<file path="config.mk">
export PLATFORM = sky130hd
export DESIGN_NAME = cube_sphere_tile_neighbor_flat
export DESIGN_NICKNAME = d
export VERILOG_FILES = /design/src/rtl/csn_pkg.sv /design/src/rtl/csn_chan_if.sv /design/src/rtl/csn_step.sv /design/src/rtl/cube_sphere_tile_neighbor.sv /design/src/flat_wrapper.sv
export SDC_FILE = /design/constraint.sdc
export NUM_CORES = 1
export LEC_CHECK = 0
export BUFFER_PORTS_ARGS = -buffer_cell sky130_fd_sc_hd__buf_4
export CORE_MARGIN = 2
export CORE_UTILIZATION = 55
export DETAILED_ROUTE_END_ITERATION = 7
export HOLD_SLACK_MARGIN = 0.12
export PLACE_DENSITY_LB_ADDON = 0.25
export SETUP_SLACK_MARGIN = 0.3
export SLEW_MARGIN = 0
export SYNTH_ARGS = -nofsm -noshare
export SYNTH_HDL_FRONTEND = slang
export SYNTH_SLANG_ARGS = --single-unit
</file>
<file path="constraint.sdc">
create_clock -name clock -period 15.03 [get_ports clock]
set_clock_uncertainty 0.2 [all_clocks]
set_input_delay 0.7515 -clock clock [delete_from_list [all_inputs] [get_ports clock]]
set_output_delay 0.7515 -clock clock [all_outputs]
set_load 0.01 [all_outputs]
</file>
<file path="src/rtl/csn_pkg.sv">
// ---------------------------------------------------------------------------
// csn_pkg
// Types, codes and the face geometry table of the cube-sphere tile neighbor.
// ---------------------------------------------------------------------------
package csn_pkg;

   localparam int FACE_W = 3;
   localparam int IDX_W  = 6;
   localparam int DIR_W  = 2;
   localparam int TILES_ACROSS_DEFAULT = 64;

   typedef enum logic [FACE_W-1:0] {
      FACE_PX = 3'd0,
      FACE_NX = 3'd1,
      FACE_PY = 3'd2,
      FACE_NY = 3'd3,
      FACE_PZ = 3'd4,
      FACE_NZ = 3'd5
   } face_type;

   typedef enum logic [DIR_W-1:0] {
      DIR_POS_U = 2'd0,
      DIR_NEG_U = 2'd1,
      DIR_POS_V = 2'd2,
      DIR_NEG_V = 2'd3
   } dir_type;

   typedef enum logic [1:0] {
      AXIS_X = 2'd0,
      AXIS_Y = 2'd1,
      AXIS_Z = 2'd2
   } axis_type;

   typedef struct packed {
      axis_type main_axis;
      logic     main_neg;
      axis_type u_axis;
      logic     u_neg;
      axis_type v_axis;
      logic     v_neg;
   } face_geom_type;

   localparam face_geom_type FACE_TABLE [6] = '{
      '{AXIS_X, 1'b0, AXIS_Y, 1'b0, AXIS_Z, 1'b0},
      '{AXIS_X, 1'b1, AXIS_Z, 1'b0, AXIS_Y, 1'b0},
      '{AXIS_Y, 1'b0, AXIS_Z, 1'b0, AXIS_X, 1'b0},
      '{AXIS_Y, 1'b1, AXIS_X, 1'b0, AXIS_Z, 1'b0},
      '{AXIS_Z, 1'b0, AXIS_X, 1'b0, AXIS_Y, 1'b0},
      '{AXIS_Z, 1'b1, AXIS_Y, 1'b0, AXIS_X, 1'b0}
   };

   typedef struct packed {
      logic [FACE_W-1:0] tile_face;
      logic [IDX_W-1:0]  tile_u;
      logic [IDX_W-1:0]  tile_v;
      logic [DIR_W-1:0]  direction;
   } req_item_type;

   typedef struct packed {
      logic [FACE_W-1:0] next_face;
      logic [IDX_W-1:0]  next_u;
      logic [IDX_W-1:0]  next_v;
   } rsp_item_type;

endpackage

</file>
<file path="src/rtl/csn_chan_if.sv">
// ---------------------------------------------------------------------------
// csn channel interfaces
// Valid/ready channels for tile requests and neighbor responses.
// ---------------------------------------------------------------------------
interface csn_req_if;
   logic                       valid;
   logic                       ready;
   logic [csn_pkg::FACE_W-1:0] tile_face;
   logic [csn_pkg::IDX_W-1:0]  tile_u;
   logic [csn_pkg::IDX_W-1:0]  tile_v;
   logic [csn_pkg::DIR_W-1:0]  direction;

   modport source (output valid, tile_face, tile_u, tile_v, direction, input ready);
   modport sink   (input valid, tile_face, tile_u, tile_v, direction, output ready);
endinterface

interface csn_rsp_if;
   logic                       valid;
   logic                       ready;
   logic [csn_pkg::FACE_W-1:0] next_face;
   logic [csn_pkg::IDX_W-1:0]  next_u;
   logic [csn_pkg::IDX_W-1:0]  next_v;

   modport source (output valid, next_face, next_u, next_v, input ready);
   modport sink   (input valid, next_face, next_u, next_v, output ready);
endinterface

</file>
<file path="src/rtl/csn_step.sv">
// ---------------------------------------------------------------------------
// csn_step
// Combinational neighbor lookup: tile center to cube coordinates, one step,
// target face by largest magnitude, then back to clamped face indices.
// ---------------------------------------------------------------------------
module csn_step #(
   parameter int TILES_ACROSS = csn_pkg::TILES_ACROSS_DEFAULT
) (
   input  csn_pkg::req_item_type req_item,
   output csn_pkg::rsp_item_type rsp_item
);
   import csn_pkg::*;

   // coordinates span -(N+1)..N+1 in half-tile units
   localparam int CW_MIN = $clog2(TILES_ACROSS + 3) + 1;
   localparam int CW     = (CW_MIN > IDX_W + 1) ? CW_MIN : IDX_W + 1;
   localparam logic signed [CW-1:0] N_S   = CW'(TILES_ACROSS);
   localparam logic signed [CW-1:0] NM1_S = CW'(TILES_ACROSS - 1);
   localparam logic signed [CW:0]   N_X   = (CW+1)'(TILES_ACROSS);

   face_type               face_c;
   face_geom_type          geom;
   face_geom_type          ngeom;
   logic signed [CW-1:0]   u_c;
   logic signed [CW-1:0]   v_c;
   logic signed [CW-1:0]   main_val;
   logic signed [CW-1:0]   u_val;
   logic signed [CW-1:0]   v_val;
   logic signed [CW-1:0]   pos [3];
   logic signed [CW-1:0]   moved [3];
   logic [CW-1:0]          mag [3];
   axis_type               move_axis;
   logic                   move_neg;
   logic                   dir_pos;
   logic signed [CW-1:0]   step;
   face_type               nface;
   logic signed [CW-1:0]   cu;
   logic signed [CW-1:0]   cv;
   logic [IDX_W-1:0]       nu;
   logic [IDX_W-1:0]       nv;

   function automatic logic signed [CW-1:0] apply_sign(logic signed [CW-1:0] x, logic neg);
      return neg ? -x : x;
   endfunction

   // (c + N) / 2, clamped to 0..N-1, then cut to the field width
   function automatic logic [IDX_W-1:0] face_index(logic signed [CW-1:0] c);
      logic signed [CW:0] s;
      logic [CW:0]        idx;
      s = {c[CW-1], c} + N_X;
      if (s < 0) begin
         s = '0;
      end
      idx = {1'b0, s[CW:1]};
      if (idx > (CW+1)'(TILES_ACROSS - 1)) begin
         idx = (CW+1)'(TILES_ACROSS - 1);
      end
      return idx[IDX_W-1:0];
   endfunction

   always_comb begin
      face_c = (req_item.tile_face > FACE_NZ) ? FACE_NZ : face_type'(req_item.tile_face);
      geom   = FACE_TABLE[face_c];

      u_c = CW'(req_item.tile_u);
      if (u_c > NM1_S) begin
         u_c = NM1_S;
      end
      v_c = CW'(req_item.tile_v);
      if (v_c > NM1_S) begin
         v_c = NM1_S;
      end

      main_val = apply_sign(N_S, geom.main_neg);
      u_val    = apply_sign((u_c <<< 1) + CW'(1) - N_S, geom.u_neg);
      v_val    = apply_sign((v_c <<< 1) + CW'(1) - N_S, geom.v_neg);

      for (int a = 0; a < 3; a++) begin
         if (geom.main_axis == axis_type'(a)) begin
            pos[a] = main_val;
         end else if (geom.u_axis == axis_type'(a)) begin
            pos[a] = u_val;
         end else begin
            pos[a] = v_val;
         end
      end

      unique case (dir_type'(req_item.direction))
         DIR_POS_U: begin move_axis = geom.u_axis; move_neg = geom.u_neg; dir_pos = 1'b1; end
         DIR_NEG_U: begin move_axis = geom.u_axis; move_neg = geom.u_neg; dir_pos = 1'b0; end
         DIR_POS_V: begin move_axis = geom.v_axis; move_neg = geom.v_neg; dir_pos = 1'b1; end
         default:   begin move_axis = geom.v_axis; move_neg = geom.v_neg; dir_pos = 1'b0; end
      endcase
      step = (dir_pos ^ move_neg) ? CW'(2) : -CW'(2);

      for (int a = 0; a < 3; a++) begin
         moved[a] = pos[a] + ((move_axis == axis_type'(a)) ? step : '0);
         mag[a]   = moved[a][CW-1] ? CW'(-moved[a]) : CW'(moved[a]);
      end

      // ties go to x, then y
      if (mag[0] >= mag[1] && mag[0] >= mag[2]) begin
         nface = moved[0][CW-1] ? FACE_NX : FACE_PX;
      end else if (mag[1] >= mag[2]) begin
         nface = moved[1][CW-1] ? FACE_NY : FACE_PY;
      end else begin
         nface = moved[2][CW-1] ? FACE_NZ : FACE_PZ;
      end

      ngeom = FACE_TABLE[nface];
      cu    = apply_sign(moved[ngeom.u_axis], ngeom.u_neg);
      cv    = apply_sign(moved[ngeom.v_axis], ngeom.v_neg);
      nu    = face_index(cu);
      nv    = face_index(cv);

      rsp_item.next_face = nface;
      rsp_item.next_u    = nu;
      rsp_item.next_v    = nv;
   end

endmodule

</file>
<file path="src/rtl/cube_sphere_tile_neighbor.sv">
// ---------------------------------------------------------------------------
// cube_sphere_tile_neighbor
// Neighbor of a cube-sphere tile one step along u or v, across face edges.
// ---------------------------------------------------------------------------
// Usage:
//   req_chan carries a tile (face, u, v) and a step direction; rsp_chan
//   returns the neighboring tile (face, u, v). Both are valid/ready; a
//   transaction completes on a clock edge with valid and ready high.
//   Every request yields exactly one response, in request order.
//   A request transaction loads the input register; the lookup logic feeds
//   the output register, which drives rsp_chan. Throughput: one transaction
//   per cycle while the receiver is ready, set by the single pass through
//   the lookup logic.
//   When the receiver stalls the response register holds its value and the
//   input register still takes one more transaction if it is empty; after
//   that req ready drops until the output drains.
//   Reset (synchronous) empties both registers; no configuration exists.
//   Face codes 6 and 7 act as face 5; indices of N or more act as N-1.
// ---------------------------------------------------------------------------
module cube_sphere_tile_neighbor #(
   parameter int TILES_ACROSS = csn_pkg::TILES_ACROSS_DEFAULT
) (
   input logic       clock,
   input logic       reset,
   csn_req_if.sink   req_chan,
   csn_rsp_if.source rsp_chan
);
   import csn_pkg::*;

   req_item_type req_ff, req_in;
   logic         req_valid_ff, req_valid_in;
   rsp_item_type rsp_ff, rsp_in;
   logic         rsp_valid_ff, rsp_valid_in;
   rsp_item_type lookup;
   logic         rsp_load;
   logic         req_load;

   csn_step #(
      .TILES_ACROSS(TILES_ACROSS)
   ) u_step (
      .req_item(req_ff),
      .rsp_item(lookup)
   );

   assign rsp_load = !rsp_valid_ff || rsp_chan.ready;
   assign req_load = !req_valid_ff || rsp_load;

   always_comb begin
      req_in       = req_ff;
      req_valid_in = req_valid_ff;
      rsp_in       = rsp_ff;
      rsp_valid_in = rsp_valid_ff;
      if (rsp_load) begin
         rsp_in       = lookup;
         rsp_valid_in = req_valid_ff;
      end
      if (req_load) begin
         req_in.tile_face = req_chan.tile_face;
         req_in.tile_u    = req_chan.tile_u;
         req_in.tile_v    = req_chan.tile_v;
         req_in.direction = req_chan.direction;
         req_valid_in     = req_chan.valid;
      end
   end

   always_ff @(posedge clock) begin
      req_ff <= req_in;
      rsp_ff <= rsp_in;
      if (reset) begin
         req_valid_ff <= 1'b0;
         rsp_valid_ff <= 1'b0;
      end else begin
         req_valid_ff <= req_valid_in;
         rsp_valid_ff <= rsp_valid_in;
      end
   end

   assign req_chan.ready     = req_load;
   assign rsp_chan.valid     = rsp_valid_ff;
   assign rsp_chan.next_face = rsp_ff.next_face;
   assign rsp_chan.next_u    = rsp_ff.next_u;
   assign rsp_chan.next_v    = rsp_ff.next_v;

endmodule

</file>
<file path="src/flat_wrapper.sv">
// flat-port wrapper written by rule: the top's interface ports become plain ports
module cube_sphere_tile_neighbor_flat import csn_pkg::*;
#(
   parameter int TILES_ACROSS = csn_pkg::TILES_ACROSS_DEFAULT
)
  (clock, reset, req_chan_valid, req_chan_tile_face, req_chan_tile_u, req_chan_tile_v, req_chan_direction, req_chan_ready, rsp_chan_valid, rsp_chan_next_face, rsp_chan_next_u, rsp_chan_next_v, rsp_chan_ready);
  csn_req_if req_chan_i ();
  csn_rsp_if rsp_chan_i ();
  input logic clock;
  input logic reset;
  input wire logic [$bits(req_chan_i.valid)-1:0] req_chan_valid;
  input wire logic [$bits(req_chan_i.tile_face)-1:0] req_chan_tile_face;
  input wire logic [$bits(req_chan_i.tile_u)-1:0] req_chan_tile_u;
  input wire logic [$bits(req_chan_i.tile_v)-1:0] req_chan_tile_v;
  input wire logic [$bits(req_chan_i.direction)-1:0] req_chan_direction;
  output wire logic [$bits(req_chan_i.ready)-1:0] req_chan_ready;
  output wire logic [$bits(rsp_chan_i.valid)-1:0] rsp_chan_valid;
  output wire logic [$bits(rsp_chan_i.next_face)-1:0] rsp_chan_next_face;
  output wire logic [$bits(rsp_chan_i.next_u)-1:0] rsp_chan_next_u;
  output wire logic [$bits(rsp_chan_i.next_v)-1:0] rsp_chan_next_v;
  input wire logic [$bits(rsp_chan_i.ready)-1:0] rsp_chan_ready;
  assign req_chan_i.valid = req_chan_valid;
  assign req_chan_i.tile_face = req_chan_tile_face;
  assign req_chan_i.tile_u = req_chan_tile_u;
  assign req_chan_i.tile_v = req_chan_tile_v;
  assign req_chan_i.direction = req_chan_direction;
  assign req_chan_ready = req_chan_i.ready;
  assign rsp_chan_valid = rsp_chan_i.valid;
  assign rsp_chan_next_face = rsp_chan_i.next_face;
  assign rsp_chan_next_u = rsp_chan_i.next_u;
  assign rsp_chan_next_v = rsp_chan_i.next_v;
  assign rsp_chan_i.ready = rsp_chan_ready;
  cube_sphere_tile_neighbor #(.TILES_ACROSS(TILES_ACROSS)) u_core (.clock(clock), .reset(reset), .req_chan(req_chan_i), .rsp_chan(rsp_chan_i));
endmodule
</file>
; Word-level counts from Yosys, hierarchy flattened
; Memories as Yosys holds them, arrays and structs flattened.
; Cells that the tools add are included.
[word_totals]
regBits = 34
mem_bits_ro = 144
n_memories = 2
[classes]
add_sub_neg = 16
magnitude_cmp = 12
eq_ne = 8
muxes = 39
bitwise_logic = 5
n_reduce_logical = 11
[memory_table]
columns = name, depth, width, read_ports, rd_ports_with_merged_regs, wr, line_no
row1 = (no name shown), 8, 9, 1, 0, 0, csn_step.sv:110  ; ngeom = FACE_TABLE[nface];
row2 = (no name shown), 8, 9, 1, 0, 0, csn_step.sv:63  ; geom = FACE_TABLE[face_c];
[ops]
columns = cell, count
row1 = two-way mux 8 bit, 22
row2 = negator 8 bit, 7
row3 = two-way mux 9 bit, 4
row4 = binary-select mux 8 bit (select 2 bit), 2
row5 = adder 8 bit, 3
row6 = >= comparator 8 bit, 3
row7 = adder 8 x 8 -> 9 bit (second input constant), 2
row8 = < comparator 9 x 1 -> 1 bit (second input constant), 2
row9 = adder 7 x 1 -> 8 bit (second input constant), 2
row10 = > comparator 8 x 6 -> 1 bit (second input constant), 2
row11 = subtractor 8 bit (second input constant), 2
row12 = two-way mux 6 bit, 2
row13 = two-way mux 3 bit, 3
row14 = == test 2 x 1 -> 1 bit (second input constant), 4
row15 = == test 2 bit (second input constant), 4
row16 = >= comparator 4 bit (second input constant), 2
row17 = zero test 2 bit, 4
row18 = NOT 3 -> 4 bit, 2
row19 = >= comparator 3 bit (second input constant), 2
row20 = NOT 2 -> 3 bit, 2
row21 = two-way mux 1 bit, 5
row22 = OR reduction 2 bit, 2
row23 = > comparator 3 bit (second input constant), 1
row24 = zero test 1 bit, 2
row25 = other kinds (4), 5

; Longest topological paths before layout
[depth]
depth_word = 30
mapped_depth = 35

; By module
; A second synthesis with hierarchy kept.
[hier_totals]
cells_unflattened = 426
area_unflattened_um2 = 3895.0
[by_module_without_submodules]
columns = module, n_inst, cells_each, area_per_inst_um2, seq_area_each_um2
row1 = csn_step, 1, 386, 2862.7, 0.0
row2 = cube_sphere_tile_neighbor, 1, 40, 1032.2, 1001.0

; Worst setup path before layout
; OpenSTA, ideal clock, no wires.
[synth_path]
kind = flip-flop to flip-flop
startpoint = register u_core.req_ff[15] in the netlist's numbering
endpoint = register u_core.rsp_ff, in the netlist u_core.rsp_chan.next_v[1], data pin
setup_ns = 0.262
arrival_ns = 6.666
required_ns = 14.568
setup_slack_ns = 7.902
stages_incl_launch_ff = 31
path_buffers = 3
path_cell_list = edfxtp_1 buf_6 nor2_1 nor3_1 or3_1 ha_1 fa_1 a21o_1 a21oi_1 o21ai_0 xnor3_1 buf_2 and2_1 xnor2_1 inv_1 ha_1 a21o_1 a21o_1 a211oi_1 o211ai_1 o211ai_1 a21oi_1 mux2_1 o21a_1 ha_1 clkbuf_1 nor2_1 a22oi_1 nor2_1 a21oi_1 mux2_1
[synth_lines]
columns = item, line_no
row1 = from (decl), cube_sphere_tile_neighbor.sv:30  ; req_item_type req_ff, req_in;
row2 = from (signal assigned), cube_sphere_tile_neighbor.sv:67  ; req_ff <= req_in;
row3 = to (signal assigned), cube_sphere_tile_neighbor.sv:68  ; rsp_ff <= rsp_in;
row4 = to (decl), cube_sphere_tile_neighbor.sv:32  ; rsp_item_type rsp_ff, rsp_in;

; Worst setup path after layout
[layout_path]
startpoint = register u_core.req_ff[15] in the netlist's numbering
endpoint = register u_core.rsp_ff, in the netlist u_core.rsp_chan.next_u[1], data pin
[layout_via]
elab_chain_len = 30
[layout_lines]
columns = item, line_no
row1 = > comparator 3 bit, csn_step.sv:62  ; face_c = (req_item.tile_face > FACE_NZ) ? FACE_NZ : face_type'(req_item.tile_face);
row2 = two-way mux 3 bit (*), csn_step.sv:62
row3 = NOT 3 -> 4 bit (implied by the code) (*), csn_step.sv:63
row4 = memory (8 x 9 bit) (*), -
row5 = two-way mux 9 bit (implied by the code) (*) (2 in series), csn_step.sv:63
row6 = two-way mux 1 bit, csn_step.sv:88  ; unique case (dir_type'(req_item.direction))
row7 = bitwise XOR 1 bit, csn_step.sv:94  ; step = (dir_pos ^ move_neg) ? CW'(2) : -CW'(2);
row8 = two-way mux 8 bit, csn_step.sv:94
row9 = (+12 left out), -
row10 = binary-select mux 8 bit (select 2 bit), csn_step.sv:111  ; cu = apply_sign(moved[ngeom.u_axis], ngeom.u_neg);
row11 = two-way mux 8 bit (implied by the code) (2 in series), csn_step.sv:111
row12 = negator 8 bit, csn_step.sv:43  ; return neg ? -x : x;
row13 = two-way mux 8 bit (*), csn_step.sv:43
row14 = adder 8 x 8 -> 9 bit (*), csn_step.sv:50  ; s = {c[CW-1], c} + N_X;
row15 = < comparator 9 x 1 -> 1 bit, csn_step.sv:51  ; if (s < 0) begin
row16 = two-way mux 9 bit (*), csn_step.sv:51
row17 = > comparator 8 x 6 -> 1 bit, csn_step.sv:55  ; if (idx > (CW+1)'(TILES_ACROSS - 1)) begin
; Mark *: on every way between the ends. The rest lies on a longest branch, timed or not. The select of a mux whose other input is x is not followed.
; A chain may end at the register's enable or synchronous reset.

==> qor.txt <==
Post-CTS setup buffer count: 0
Area grow syn2layout: 9.470%
Clock slew at reported path FFs: 0.07 ns
Status: complete, no violations
Layout net count: 588
Die height: 91.40 µm
Post-synthesis register bit count: 34
Final RePlAce weighted congestion: 0.9619
Slowest stage cell, crit path: edfxtp_1
# diodes: 0
Distinct cell type count after synthesis: 64
Final Cell Area: 4599 µm²
Core box area: 7331 µm²
Max transition margin: 35.99%
FP Rows: 31
Critical path start-end classification: register to register
Half-perimeter wire length after placement: 7.858 mm
Final Max Slew Viols: 0
Clock sinks: 34
Largest net degree at the start of global routing: 33
Max incr delay on CP: 0.98 ns
All-Layer GR Usage: 24.85%
H-tree depth: 2
RSZ-0062 raised after global routing: no
Clock Tree Root: clkbuf_8
CP Max Fanout: 29
Vias in the first global route: 3521
PwrDens: 247.7 nW/µm²
Static leakage power: 2.074 nW
Req. time, crit path: 14.84 ns
IO Count: 38
Layout cell share with drive strength beyond 1: 10.98%
Mapped Nets: 564
Hold Vio Cnt, Final: 0
Final Util: 62.74%
Max_cap viols: 0
Maximum VDD drop: 136.7 µV
Cells after synthesis: 503
Starting Density: 57.31%
Synth Cell Area: 4202 µm²
Final period utilization: 55.98%
Least-Margin Pin Slew: 0.9601 ns
Final min period: 8.414 ns
Drt drc: 0
Async S/R FF share, synth: 0%
Full die area: 8354 µm²
Die Width: 91.40 µm
Iter 0 DRT Violations: 362
Final ANT Viol Nets: 0
Drt via density: 6.049
Fmax: 0.1189 GHz
Main synth FF type: edfxtp_1
Inserted Clock Buffers: 5
Wire per inst: 16.05 µm
Total grt overflow: 0
Critical Path Source Type: register
Crit-path most repeated cell: o21ai_0
Syn_area_per_cell: 8.353 µm²
Worst hold path class: register to register
Pre-antenna DRT Iters: 6
Cts hold-fix bufs: 0
Routed vias: 3793
Dpl cell area: 4508 µm²
Initial antenna violation count: 0
Total Neg Setup Slack: 0 ns
Port bufs: 37
Clock Tree Buf Depth: 2
Part of the Yosys area used for sequential elements: 23.82%
# resized after CTS: 0
WL final: 10.06 mm
Worst skew pair latency: 0.28 ns
Critical path capture point type: register
Synth warn: 0
First-pass GRT wire length: 16.82 mm
# setup viols final: 0
Arrival @ worst endpoint: 8.22 ns
CTS tree: done
Post-synth EDFFs: 32
## worst max-delay path, delay by kind of cell, from the launching register on
| family | cells | cell delay (ns) |
|---|---|---|
| fa+ha+maj | 3 | 1.23 |
| compound gates | 12 | 2.71 |
| flops | 1 | 0.98 |
| mux | 1 | 0.10 |
| buf+inv | 2 | 0.26 |
| simple gates | 8 | 1.84 |
| xor+xnor | 2 | 0.78 |
## Yosys cell counts (2+ instances only)
| library cell | n | area, µm² |
|---|---|---|
| a21o_1 | 13 | 97.59 |
| ha_1 | 37 | 462.9 |
| mux2_1 | 4 | 45.04 |
| a21oi_1 | 38 | 190.2 |
| xnor3_1 | 3 | 67.56 |
| o31ai_1 | 3 | 22.52 |
| nor3b_1 | 4 | 30.03 |
| and3_1 | 6 | 37.54 |
| a211oi_1 | 4 | 30.03 |
| nor4_1 | 2 | 12.51 |
| nor2_1 | 50 | 187.7 |
| fa_1 | 3 | 60.06 |
| mux2i_1 | 21 | 210.2 |
| mux2_2 | 3 | 33.78 |
| dfxtp_1 | 2 | 40.04 |
| a211o_1 | 3 | 26.28 |
| buf_2 | 4 | 20.02 |
| a22oi_1 | 12 | 90.09 |
| nor3_1 | 8 | 40.04 |
| o211ai_1 | 4 | 30.03 |
| nand4b_1 | 2 | 17.52 |
| xnor2_1 | 21 | 183.9 |
| or4_1 | 2 | 15.01 |
| xor2_1 | 8 | 70.07 |
| nor2b_1 | 7 | 43.79 |
| buf_6 | 3 | 33.78 |
| clkbuf_1 | 11 | 41.29 |
| a221o_1 | 2 | 20.02 |
| or3_1 | 6 | 37.54 |
| a221oi_1 | 2 | 17.52 |
| nand2_1 | 61 | 229.0 |
| a22o_1 | 5 | 43.79 |
| nand2b_1 | 6 | 37.54 |
| inv_1 | 21 | 78.83 |
| o31a_1 | 4 | 35.03 |
| nand3_1 | 3 | 15.01 |
| o21ai_0 | 45 | 225.2 |
| o211a_1 | 2 | 20.02 |
| buf_1 | 4 | 15.01 |
| o21a_1 | 8 | 60.06 |
| edfxtp_1 | 32 | 960.9 |
| and2_1 | 2 | 12.51 |
## worst paths after layout
path | from | to | slack [ns] | cells past startpoint
setup / recovery | u_core.req_ff[15] | u_core.rsp_chan.next_u[1] | 6.62 | 28
hold / removal | u_core.req_valid_ff | u_core.rsp_chan.valid | 0.31 | 2
setup reg to reg | u_core.req_ff[15] | u_core.rsp_chan.next_u[1] | 6.62 | 28
hold reg to reg | u_core.req_valid_ff | u_core.rsp_chan.valid | 0.31 | 2
## through the flow
stage	total power, mW	worst slack (ns)	instances	hold WS (ns)
finish	1.139	6.616	627	0.3102
global route	1.257	5.929	627	0.3378
CTS	1.133	6.720	627	0.3160
detailed placement	1.057	6.789	619	0.3019
global placement	1.041	6.935	619	0.2847
floorplan	0.8764	7.902	503	0.2631
## logic make-up (layout without fill, tap and decap cells)
| group | Yosys count | in the layout | share of synthesized area (%) |
|---|---|---|---|
| compound gates | 156 | 156 | 24.24 |
| xor+xnor | 35 | 35 | 9.470 |
| fa+ha+maj | 40 | 40 | 12.45 |
| buf+inv | 44 | 69 | 4.586 |
| flops | 34 | 34 | 23.82 |
| mux | 28 | 28 | 6.879 |
| simple gates | 166 | 166 | 18.55 |
## power breakdown
group	leakage, nW	switching [mW]	internal, mW	total, mW
clock network	0.0482	0.0333	0.0370	0.0703
registers	0.354	0.0101	0.172	0.182
logic	1.67	0.522	0.365	0.886
total	2.07	0.565	0.574	1.14
## state kept, by name, indices dropped and copies added, names as in the netlist
| name | flops |
|---|---|
| u_core.rsp_chan.next_face | 3 |
| u_core.req_valid_ff | 1 |
| u_core.req_ff | 17 |
| u_core.rsp_chan.valid | 1 |
| u_core.rsp_chan.next_u | 6 |
| u_core.rsp_chan.next_v | 6 |
## metal layers
layer  vias to the layer above  part of all wire (%)  track usage, %
li1                       1894                     -               -
met1                      1714                    44           33.37
met2                       166                    46           40.87
met3                        19                   7.2           3.651
met4                         0                   2.2           8.333
met5                         -                     0               0
## final cells by class
cell class / count / area [µm²]
Timing Repair Buffer: 39 / 292.8
Clock buffer: 7 / 86.33
Inverter: 22 / 82.58
Sequential cell: 34 / 1001
Tap cell: 99 / 123.9
Multi-Input combinational cell: 425 / 3008
Fill cell: 618 / 2731
Clock inverter: 1 / 5.005
## cells in the final DEF, fill, tap and decap left out, types with 4 or more instances in the layout
cell      count
nand2_1      61
nor2_1       50
o21ai_0      45
buf_4        39
a21oi_1      38
ha_1         37
edfxtp_1     32
inv_1        21
xnor2_1      21
mux2i_1      21
a21o_1       13
a22oi_1      12
xor2_1        8
o21a_1        8
nor3_1        8
nor2b_1       7
nand2b_1      6
and3_1        6
or3_1         6
clkbuf_8      6
a22o_1        5
a211oi_1      4
nor3b_1       4
o31a_1        4
o211ai_1      4
mux2_1        4
Power figures use the tool's default switching activity.
